<file path="src/rtl/nfa_pkg.sv">
// Shared constants, action codes and control structs of the NOR flash array model.
// No dependencies.
package nfa_pkg;

    localparam int unsigned FLASH_BYTES     = 65536;
    localparam int unsigned SECTOR_BYTES    = 16384;
    localparam int unsigned SUBSECTOR_BYTES = 4096;

    localparam int unsigned ADDR_W       = $clog2(FLASH_BYTES);
    localparam int unsigned SUB_COUNT    = FLASH_BYTES / SUBSECTOR_BYTES;
    localparam int unsigned SECTOR_COUNT = FLASH_BYTES / SECTOR_BYTES;
    localparam logic [ADDR_W-1:0] LAST_ADDR = ADDR_W'(FLASH_BYTES - 1);

    localparam logic [7:0] ERASED_BYTE = 8'hFF;

    typedef enum logic [2:0] {
        ACT_READ         = 3'd0,
        ACT_PROGRAM      = 3'd1,
        ACT_ERASE_SUB    = 3'd2,
        ACT_ERASE_SECTOR = 3'd3,
        ACT_ERASE_BULK   = 3'd4
    } action_t;

    // Single-port array access issued by the controller.
    typedef struct packed {
        logic              we;
        logic              re;
        logic [ADDR_W-1:0] addr;
        logic [7:0]        wdata;
    } ram_req_t;

    // Controller status seen by the top level.
    typedef struct packed {
        logic clearing;
        logic walking;
    } stat_t;

endpackage

</file>
<file path="src/rtl/nfa_req_if.sv">
// Request channel of the NOR flash array model: valid/ready plus one action beat.
// No dependencies.
interface nfa_req_if;
    logic        valid;
    logic        ready;
    logic [2:0]  action;
    logic [23:0] address;
    logic [15:0] block_number;
    logic [7:0]  data;
    logic        burst_last;

    modport source (output valid, action, address, block_number, data, burst_last,
                    input ready);
    modport sink   (input valid, action, address, block_number, data, burst_last,
                    output ready);
endinterface

</file>
<file path="src/rtl/nfa_rsp_if.sv">
// Response channel of the NOR flash array model: valid/ready plus one result beat.
// No dependencies.
interface nfa_rsp_if;
    logic       valid;
    logic       ready;
    logic [7:0] read_data;
    logic       status;
    logic       last;

    modport source (output valid, read_data, status, last, input ready);
    modport sink   (input valid, read_data, status, last, output ready);
endinterface

</file>
<file path="src/rtl/nfa_ctrl.sv">
// Sequencer of the NOR flash array model: decode, read-modify-write, erase walk,
// clearing pass and the result register. Depends on nfa_pkg, nfa_req_if, nfa_rsp_if.
module nfa_ctrl
    import nfa_pkg::*;
(
    input  logic        clk,
    input  logic        rst_n,
    nfa_req_if.sink     req,
    nfa_rsp_if.source   rsp,
    output ram_req_t    ram_req,
    input  logic [7:0]  ram_rdata,
    output stat_t       stat
);

    typedef enum logic [4:0] {
        ST_CLEAR  = 5'b00001,
        ST_IDLE   = 5'b00010,
        ST_READ   = 5'b00100,
        ST_ERASE  = 5'b01000,
        ST_RESULT = 5'b10000
    } state_t;

    state_t            state_reg, state_next;
    logic [ADDR_W-1:0] ptr_reg, ptr_next;
    logic [ADDR_W-1:0] end_reg, end_next;
    logic [ADDR_W-1:0] addr_reg, addr_next;
    logic [7:0]        data_reg, data_next;
    logic              is_prog_reg, is_prog_next;
    logic              pend_status_reg, pend_status_next;
    logic              pend_last_reg, pend_last_next;
    logic              out_valid_reg, out_valid_next;
    logic [7:0]        out_rd_reg, out_rd_next;
    logic              out_status_reg, out_status_next;
    logic              out_last_reg, out_last_next;

    logic        out_free;
    logic        addr_ok;
    logic        sub_ok;
    logic        sec_ok;
    logic [31:0] sub_start, sub_end;
    logic [31:0] sec_start, sec_end;

    assign out_free = !out_valid_reg || rsp.ready;
    assign addr_ok  = 32'(req.address) < FLASH_BYTES;
    assign sub_ok   = 32'(req.block_number) < SUB_COUNT;
    assign sec_ok   = 32'(req.block_number) < SECTOR_COUNT;

    // region bounds, clamped at the end of the array
    always_comb
    begin
        sub_start = 32'(req.block_number) * SUBSECTOR_BYTES;
        sub_end   = sub_start + SUBSECTOR_BYTES;
        if (sub_end > FLASH_BYTES)
        begin
            sub_end = FLASH_BYTES;
        end
        sec_start = 32'(req.block_number) * SECTOR_BYTES;
        sec_end   = sec_start + SECTOR_BYTES;
        if (sec_end > FLASH_BYTES)
        begin
            sec_end = FLASH_BYTES;
        end
    end

    always_comb
    begin
        state_next       = state_reg;
        ptr_next         = ptr_reg;
        end_next         = end_reg;
        addr_next        = addr_reg;
        data_next        = data_reg;
        is_prog_next     = is_prog_reg;
        pend_status_next = pend_status_reg;
        pend_last_next   = pend_last_reg;
        out_valid_next   = out_valid_reg && !rsp.ready;
        out_rd_next      = out_rd_reg;
        out_status_next  = out_status_reg;
        out_last_next    = out_last_reg;
        ram_req          = '0;
        ram_req.addr     = ptr_reg;
        ram_req.wdata    = ERASED_BYTE;

        unique case (state_reg)
            ST_CLEAR:
            begin
                ram_req.we = 1'b1;
                if (ptr_reg == LAST_ADDR)
                begin
                    ptr_next   = '0;
                    state_next = ST_IDLE;
                end
                else
                begin
                    ptr_next = ptr_reg + 1'b1;
                end
            end
            ST_IDLE:
            begin
                if (req.valid)
                begin
                    pend_last_next   = req.burst_last;
                    pend_status_next = 1'b0;
                    state_next       = ST_RESULT;
                    unique case (action_t'(req.action))
                        ACT_READ, ACT_PROGRAM:
                        begin
                            if (addr_ok)
                            begin
                                ram_req.re   = 1'b1;
                                ram_req.addr = req.address[ADDR_W-1:0];
                                addr_next    = req.address[ADDR_W-1:0];
                                data_next    = req.data;
                                is_prog_next = (action_t'(req.action) == ACT_PROGRAM);
                                state_next   = ST_READ;
                            end
                            else
                            begin
                                pend_status_next = 1'b1;
                            end
                        end
                        ACT_ERASE_SUB:
                        begin
                            if (sub_ok)
                            begin
                                ptr_next   = sub_start[ADDR_W-1:0];
                                end_next   = ADDR_W'(sub_end - 32'd1);
                                state_next = ST_ERASE;
                            end
                            else
                            begin
                                pend_status_next = 1'b1;
                            end
                        end
                        ACT_ERASE_SECTOR:
                        begin
                            if (sec_ok)
                            begin
                                ptr_next   = sec_start[ADDR_W-1:0];
                                end_next   = ADDR_W'(sec_end - 32'd1);
                                state_next = ST_ERASE;
                            end
                            else
                            begin
                                pend_status_next = 1'b1;
                            end
                        end
                        ACT_ERASE_BULK:
                        begin
                            ptr_next   = '0;
                            end_next   = LAST_ADDR;
                            state_next = ST_ERASE;
                        end
                        default:
                        begin
                            pend_status_next = 1'b1;
                        end
                    endcase
                end
            end
            ST_READ:
            begin
                // read data stays in the RAM output register while the result waits
                if (out_free)
                begin
                    out_valid_next  = 1'b1;
                    out_rd_next     = is_prog_reg ? 8'h00 : ram_rdata;
                    out_status_next = 1'b0;
                    out_last_next   = pend_last_reg;
                    if (is_prog_reg)
                    begin
                        ram_req.we    = 1'b1;
                        ram_req.addr  = addr_reg;
                        ram_req.wdata = ram_rdata & data_reg;
                    end
                    state_next = ST_IDLE;
                end
            end
            ST_ERASE:
            begin
                ram_req.we = 1'b1;
                if (ptr_reg == end_reg)
                begin
                    ptr_next   = '0;
                    state_next = ST_RESULT;
                end
                else
                begin
                    ptr_next = ptr_reg + 1'b1;
                end
            end
            ST_RESULT:
            begin
                if (out_free)
                begin
                    out_valid_next  = 1'b1;
                    out_rd_next     = 8'h00;
                    out_status_next = pend_status_reg;
                    out_last_next   = pend_last_reg;
                    state_next      = ST_IDLE;
                end
            end
            default:
            begin
                state_next = ST_IDLE;
            end
        endcase
    end

    always_ff @(posedge clk or negedge rst_n)
    begin
        if (!rst_n)
        begin
            state_reg     <= ST_CLEAR;
            ptr_reg       <= '0;
            out_valid_reg <= 1'b0;
        end
        else
        begin
            state_reg     <= state_next;
            ptr_reg       <= ptr_next;
            out_valid_reg <= out_valid_next;
        end
    end

    always_ff @(posedge clk)
    begin
        end_reg         <= end_next;
        addr_reg        <= addr_next;
        data_reg        <= data_next;
        is_prog_reg     <= is_prog_next;
        pend_status_reg <= pend_status_next;
        pend_last_reg   <= pend_last_next;
        out_rd_reg      <= out_rd_next;
        out_status_reg  <= out_status_next;
        out_last_reg    <= out_last_next;
    end

    assign req.ready     = (state_reg == ST_IDLE);
    assign rsp.valid     = out_valid_reg;
    assign rsp.read_data = out_rd_reg;
    assign rsp.status    = out_status_reg;
    assign rsp.last      = out_last_reg;

    assign stat.clearing = (state_reg == ST_CLEAR);
    assign stat.walking  = (state_reg == ST_ERASE) || (state_reg == ST_CLEAR);

endmodule

</file>
<file path="src/flat_wrapper.sv">
// flat-port wrapper written by rule: the top's interface ports become plain ports
module nfa_ctrl_flat import nfa_pkg::*;
  (clk, rst_n, ram_req, ram_rdata, stat, req_valid, req_action, req_address, req_block_number, req_data, req_burst_last, req_ready, rsp_valid, rsp_read_data, rsp_status, rsp_last, rsp_ready);
  nfa_req_if req_i ();
  nfa_rsp_if rsp_i ();
  input  logic clk;
  input  logic rst_n;
  output ram_req_t ram_req;
  input  logic [7:0] ram_rdata;
  output stat_t stat;
  input wire logic [$bits(req_i.valid)-1:0] req_valid;
  input wire logic [$bits(req_i.action)-1:0] req_action;
  input wire logic [$bits(req_i.address)-1:0] req_address;
  input wire logic [$bits(req_i.block_number)-1:0] req_block_number;
  input wire logic [$bits(req_i.data)-1:0] req_data;
  input wire logic [$bits(req_i.burst_last)-1:0] req_burst_last;
  output wire logic [$bits(req_i.ready)-1:0] req_ready;
  output wire logic [$bits(rsp_i.valid)-1:0] rsp_valid;
  output wire logic [$bits(rsp_i.read_data)-1:0] rsp_read_data;
  output wire logic [$bits(rsp_i.status)-1:0] rsp_status;
  output wire logic [$bits(rsp_i.last)-1:0] rsp_last;
  input wire logic [$bits(rsp_i.ready)-1:0] rsp_ready;
  assign req_i.valid = req_valid;
  assign req_i.action = req_action;
  assign req_i.address = req_address;
  assign req_i.block_number = req_block_number;
  assign req_i.data = req_data;
  assign req_i.burst_last = req_burst_last;
  assign req_ready = req_i.ready;
  assign rsp_valid = rsp_i.valid;
  assign rsp_read_data = rsp_i.read_data;
  assign rsp_status = rsp_i.status;
  assign rsp_last = rsp_i.last;
  assign rsp_i.ready = rsp_ready;
  nfa_ctrl u_core (.clk(clk), .rst_n(rst_n), .req(req_i), .rsp(rsp_i), .ram_req(ram_req), .ram_rdata(ram_rdata), .stat(stat));
endmodule
</file>
<file path="config.mk">
export PLATFORM = sky130hd
export DESIGN_NAME = nfa_ctrl_flat
export DESIGN_NICKNAME = d
export VERILOG_FILES = /design/src/rtl/nfa_pkg.sv /design/src/rtl/nfa_req_if.sv /design/src/rtl/nfa_rsp_if.sv /design/src/rtl/nfa_ctrl.sv /design/src/flat_wrapper.sv
export SDC_FILE = /design/constraint.sdc
export NUM_CORES = 1
export LEC_CHECK = 0
export BUFFER_PORTS_ARGS = -buffer_cell sky130_fd_sc_hd__buf_4
export CORE_MARGIN = 2
export CORE_UTILIZATION = 45
export CTS_CLUSTER_DIAMETER = 50
export DETAILED_ROUTE_END_ITERATION = 10
export PLACE_DENSITY = 0.73
export SKIP_CTS_REPAIR_TIMING = 1
export SKIP_LAST_GASP = 1
export SYNTH_ARGS = -nofsm -noshare
export SYNTH_HDL_FRONTEND = slang
export SYNTH_SLANG_ARGS = --single-unit
export TNS_END_PERCENT = 5
</file>
<file path="constraint.sdc">
create_clock -name clk -period 2.4 [get_ports clk]
set_clock_uncertainty 0.15 [all_clocks]
set_input_delay 0.12 -clock clk [delete_from_list [all_inputs] [get_ports clk]]
set_output_delay 0.12 -clock clk [all_outputs]
set_load 0.01 [all_outputs]
</file>
# == After elaboration in Yosys (flattened, before gate mapping) ==
# Cells that the tools add are included.
# totals
register_bits,75
mem_bits_ro,0
mem_count,0
out_inout_bits,40
mem_bits_rw,0
latch_bits,0
inputBits,64
# classes
n_eq_ne,22
addsub,5
n_div,0
multipliers,0
shifts,0
n_mux,45
n_bitwise,1
magnitude_cmp,5
n_reduce_logical,19
# ops
cell,n
2-to-1 mux 16 bit,9
case mux 16 bit (3 select lines),3
2-to-1 mux 17 bit,3
2-to-1 mux 24 bit,2
case mux 5 bit (4 select lines),2
2-to-1 mux 5 bit,7
2-to-1 mux 8 bit,4
case mux 16 bit (2 select lines),1
subtractor 16 x 1 -> 16 bit (second input constant),2
adder 30 x 15 -> 31 bit (second input constant),1
> comparator 31 x 17 -> 1 bit (second input constant),1
adder 28 x 13 -> 29 bit (second input constant),1
> comparator 29 x 17 -> 1 bit (second input constant),1
less-than comparator 24 x 17 -> 1 bit (second input constant),1
adder 16 x 1 -> 16 bit (second input constant),1
== test 16 bit,1
== test 16 bit (second input constant),1
less-than comparator 16 x 3 -> 1 bit (second input constant),1
less-than comparator 16 x 5 -> 1 bit (second input constant),1
case mux 8 bit (2 select lines),1
!= test 2 x 1 -> 1 bit (second input constant),7
2-to-1 mux 1 bit,10
AND reduction 5 bit,2
bitwise AND 8 bit,1
23 further kinds,33

# == Depth between registers and ports, before layout ==
# logic_depth
depth_word,6
depth_mapped,11
depth_no_buf,10

# == Least setup slack after synthesis ==
# Ideal clock, no wire load.
# synth_path
path_type,input to register
startpoint,input port req_block_number[0]
endpoint,register u_core.end_reg[14] (data pin)
arrival_time_ns,2.115
path_stages,11
required_ns,1.982
path_slack_ns,-0.133
path_cell_list,ha_1 > buf_2 > nand2_1 > nor4_1 > mux2i_1 > nand2_1 > a211oi_1 > nand3_1 > ha_1 > nor2_1 > mux2i_1
# synth_via
elab_chain_len,6
# synth_lines
item,line,rtl
from (decl),flat_wrapper.sv:14,input wire logic [$bits(req_i.block_number)-1:0] req_block_number;
adder 30 x 15 -> 31 bit or adder 28 x 13 -> 29 bit (tied branches),"nfa_ctrl.sv:58, nfa_ctrl.sv:52",
> comparator 31 x 17 -> 1 bit or > comparator 29 x 17 -> 1 bit (tied branches),"nfa_ctrl.sv:59, nfa_ctrl.sv:53",
"2-to-1 mux 16 bit, on equally long branches","nfa_ctrl.sv:59, nfa_ctrl.sv:53",
"subtractor 16 x 1 -> 16 bit, on equally long branches","nfa_ctrl.sv:139, nfa_ctrl.sv:126",
"2-to-1 mux 16 bit, on equally long branches","nfa_ctrl.sv:136, nfa_ctrl.sv:123",
case mux 16 bit (3 select lines) (*),nfa_ctrl.sv:104,unique case (action_t'(req.action))
to (signal assigned),nfa_ctrl.sv:227,end_reg <= end_next;
to (decl),nfa_ctrl.sv:25,"logic [ADDR_W-1:0] end_reg, end_next;"
# Mark *: on every way between the ends. The rest lies on a longest branch, timed or not. The select of a mux whose other input is x is not followed.
# A chain may end at the register's enable or synchronous reset.

==> impl_metrics.toml <==
[logic_synthesis]
syn_inst = 395
syn_area_per_cell_um2 = 9.569
syn_nets = 463
async_flop_share = 0.3492
synth_top_area_frac = 0.3257
ys_types = 72
seq_area_frac_synth = 0.4717
syn_area_um2 = 3780
synth_edf_count = 41
ys.flop_type = "edfxtp_1"
synth_area_leaders = "edfxtp_1, dfrtp_1, nand2_1, a22oi_1, and2_1"
synth_seq_cells = 63
synth_top_cell_by_area = "edfxtp_1"
ys_warn_count = 0

[cells_and_area]
drive_above_1_share = 0.3023
final_area_um2 = 5502
finish.utilization = 0.6729
n_fill_cell = 626
multiInputGateArea_um2 = 1883
diodes = 0
register_area_um2 = 1783
area.growth.synth_to_final_pct = 45.55
layout.nets = 632

[hold_path]
hold_start = "rsp_ready"
hold_class = "in -> reg"

[floorplan]
die-area_um2 = 9149
die-height_um = 95.65
initial_core_util = 0.4624
die_w_um = 95.65
rows = 33
core_area_um2 = 8175
ios = 104

[placement]
placed_cell_area_um2 = 4868
gp_congestion = 0.8753
port_buffers = 103
dp_hpwl_um = 7551

[global_routing]
grt_max_degree = 30
grt_pass1_vias = 3322
antenna_found_initial = 0
grt_pass1_wl_um = 15710
grt-ovfl-total = 0
grt_usage = 0.2230

[clocking]
cts_tree = "built"
clkTransAtPathRegs_ps = 60
clkSinkCount = 63
clockBufferDepth = 2
clk_latency_ps = 350
cts_max_level = 3
ctsRootBufferMaster = "clkbuf_8"
cts_made_buffers = 9

[sta]
timing.final.crit_share = 1.089
fmax_ghz = 0.3825
setup_tns_ps = -2690
fin_ws_ps = -214.7
rsz0062_at_grt = "true"
post-route-min-period_ps = 2615
drv_slew = 0
worstMarginPinSlew_ps = 893.7
setup_viol = 17
slew_headroom = 0.4042
holdWs_ps = 17.62
hold_viol = 0

[pwr]
p_leak_nw = 2.385
power_frac_comb = 0.359
peakVddDrop_mv = 0.2862
p_per_area_nw_per_um2 = 703.8
p_clk_frac = 0.250
swShare = 0.3225
internal-power_mw = 2.623
power.share.sequential = 0.390
power.switching_mw = 1.249

[routing]
drc = 0
avgRoutedWirePerCell_um = 16.32
via_count = 3813
wl_um = 11000
drt-vias-per-instance = 5.657
firstDrtPassIters = 6
drt_iter0_drc = 184
final_antenna_net_count = 0

[setup_path]
r2r-start = "u_core.state_reg[2]$_DFFE_PN0P_"
path_max_fanout = 7
crit_path_start_kind = "register"
required_ps = 2130
worstSetupPathType = "reg -> out"
cp.arrival_ps = 2340
startpoint = "u_core.state_reg[2]$_DFFE_PN0P_"
setup.worst_path.end_class = "output pin"

[run]
drv.max_cap_violation_count = 0

[run_status]
status = "finished, violations left"
violations = "setup timing"
## synth_stat cells, drive strengths merged (3+ instances only)
library cell / n
a22o: 3
a21o: 6
dfrtp: 21
o31ai: 5
nor3: 12
xnor2: 7
nand3: 17
mux2i: 5
and2: 17
nand2: 72
inv: 8
o21ai: 21
buf: 11
o211ai: 3
nor2: 24
or3: 3
clkbuf: 7
nand2b: 6
nor3b: 8
a21oi: 11
a22oi: 17
nand4: 7
xor2: 4
edfxtp: 41
ha: 4
nor4: 5
and3: 10
## final timing paths
check                      cells past startpoint                               to  slack (ps)
setup / recovery                               7                      ram_req[22]        -210
hold / removal                                 3       u_core.rsp.valid$_DFF_PN0_          20
setup reg to reg                               7    u_core.ptr_reg[6]$_DFFE_PN0P_           0
hold reg to reg                                0        u_core.rsp.last$_DFFE_PP_         270
max in group asynchronous                      2  u_core.state_reg[0]$_DFFE_PN1P_        1730
min in group asynchronous                      2    u_core.ptr_reg[1]$_DFFE_PN0P_          60
## critical path: stages, from the launching register on
cell and delay, ps:
dfrtp_1 380, or3_4 400, or3b_4 410, clkinv_4 60
and3_4 250, nor3_1 80, a221o_1 280, buf_4 150
## power groups by stage
stage	sequential [mW]	clock (mW)	combinational, mW
3_5_place_dp	1.52	0	1.30
2_1_floorplan	1.50	0	0.716
6_report	1.51	0.969	1.39
3_3_place_gp	1.52	0	1.27
4_1_cts	1.50	0.984	1.31
5_1_grt	1.53	1.03	1.52
## routing by layer
metal	vias up	wire, um	track usage
li1	1807	-	-
met1	1816	4674	0.2888
met2	170	5344	0.3648
met3	20	741	0.04980
met4	0	240	0.08452
met5	-	0	0
## logic make-up after synthesis
group	synth area share
AO/OA/AOI/OAI	0.1682
flip-flops	0.4717
adder cells (fa/ha/maj)	0.01324
multiplexers	0.01622
buffers and inverters	0.03708
XOR/XNOR	0.02549
AND/OR/NAND/NOR	0.2681
## layout by cell type, fill, tap and decap left out, types with 6 or more instances in the layout
master / count
buf_4: 135
nand2_1: 72
edfxtp_1: 41
dlygate4sd3_1: 37
nor2_1: 22
dfrtp_1: 21
nand3_1: 17
a22oi_1: 17
and2_1: 16
o21ai_0: 15
nor3_1: 12
a21oi_1: 11
and3_1: 9
clkbuf_8: 9
inv_1: 8
xnor2_1: 7
nand4_1: 7
nor3b_1: 7
nand2b_1: 6
## cell type report
type | instances | area share
clock buffers | 12 | 0.02456
repair buffers | 176 | 0.2654
flip-flops and latches | 63 | 0.3241
well taps | 105 | 0.02388
multi-input cells | 305 | 0.3423
inverters | 9 | 0.007050
clock inverters | 4 | 0.01274
## through the flow
stage               cells  setup WS [ps]  total power, mW
detailed placement    618         -85.20            2.823
global placement      618         -13.77            2.790
CTS                   634         -399.5            3.790
floorplan             395         -5.027            2.212
finish                674         -214.7            3.872
global route          674         -286.4            4.083
No activity file was read; power rests on OpenSTA's default activity.
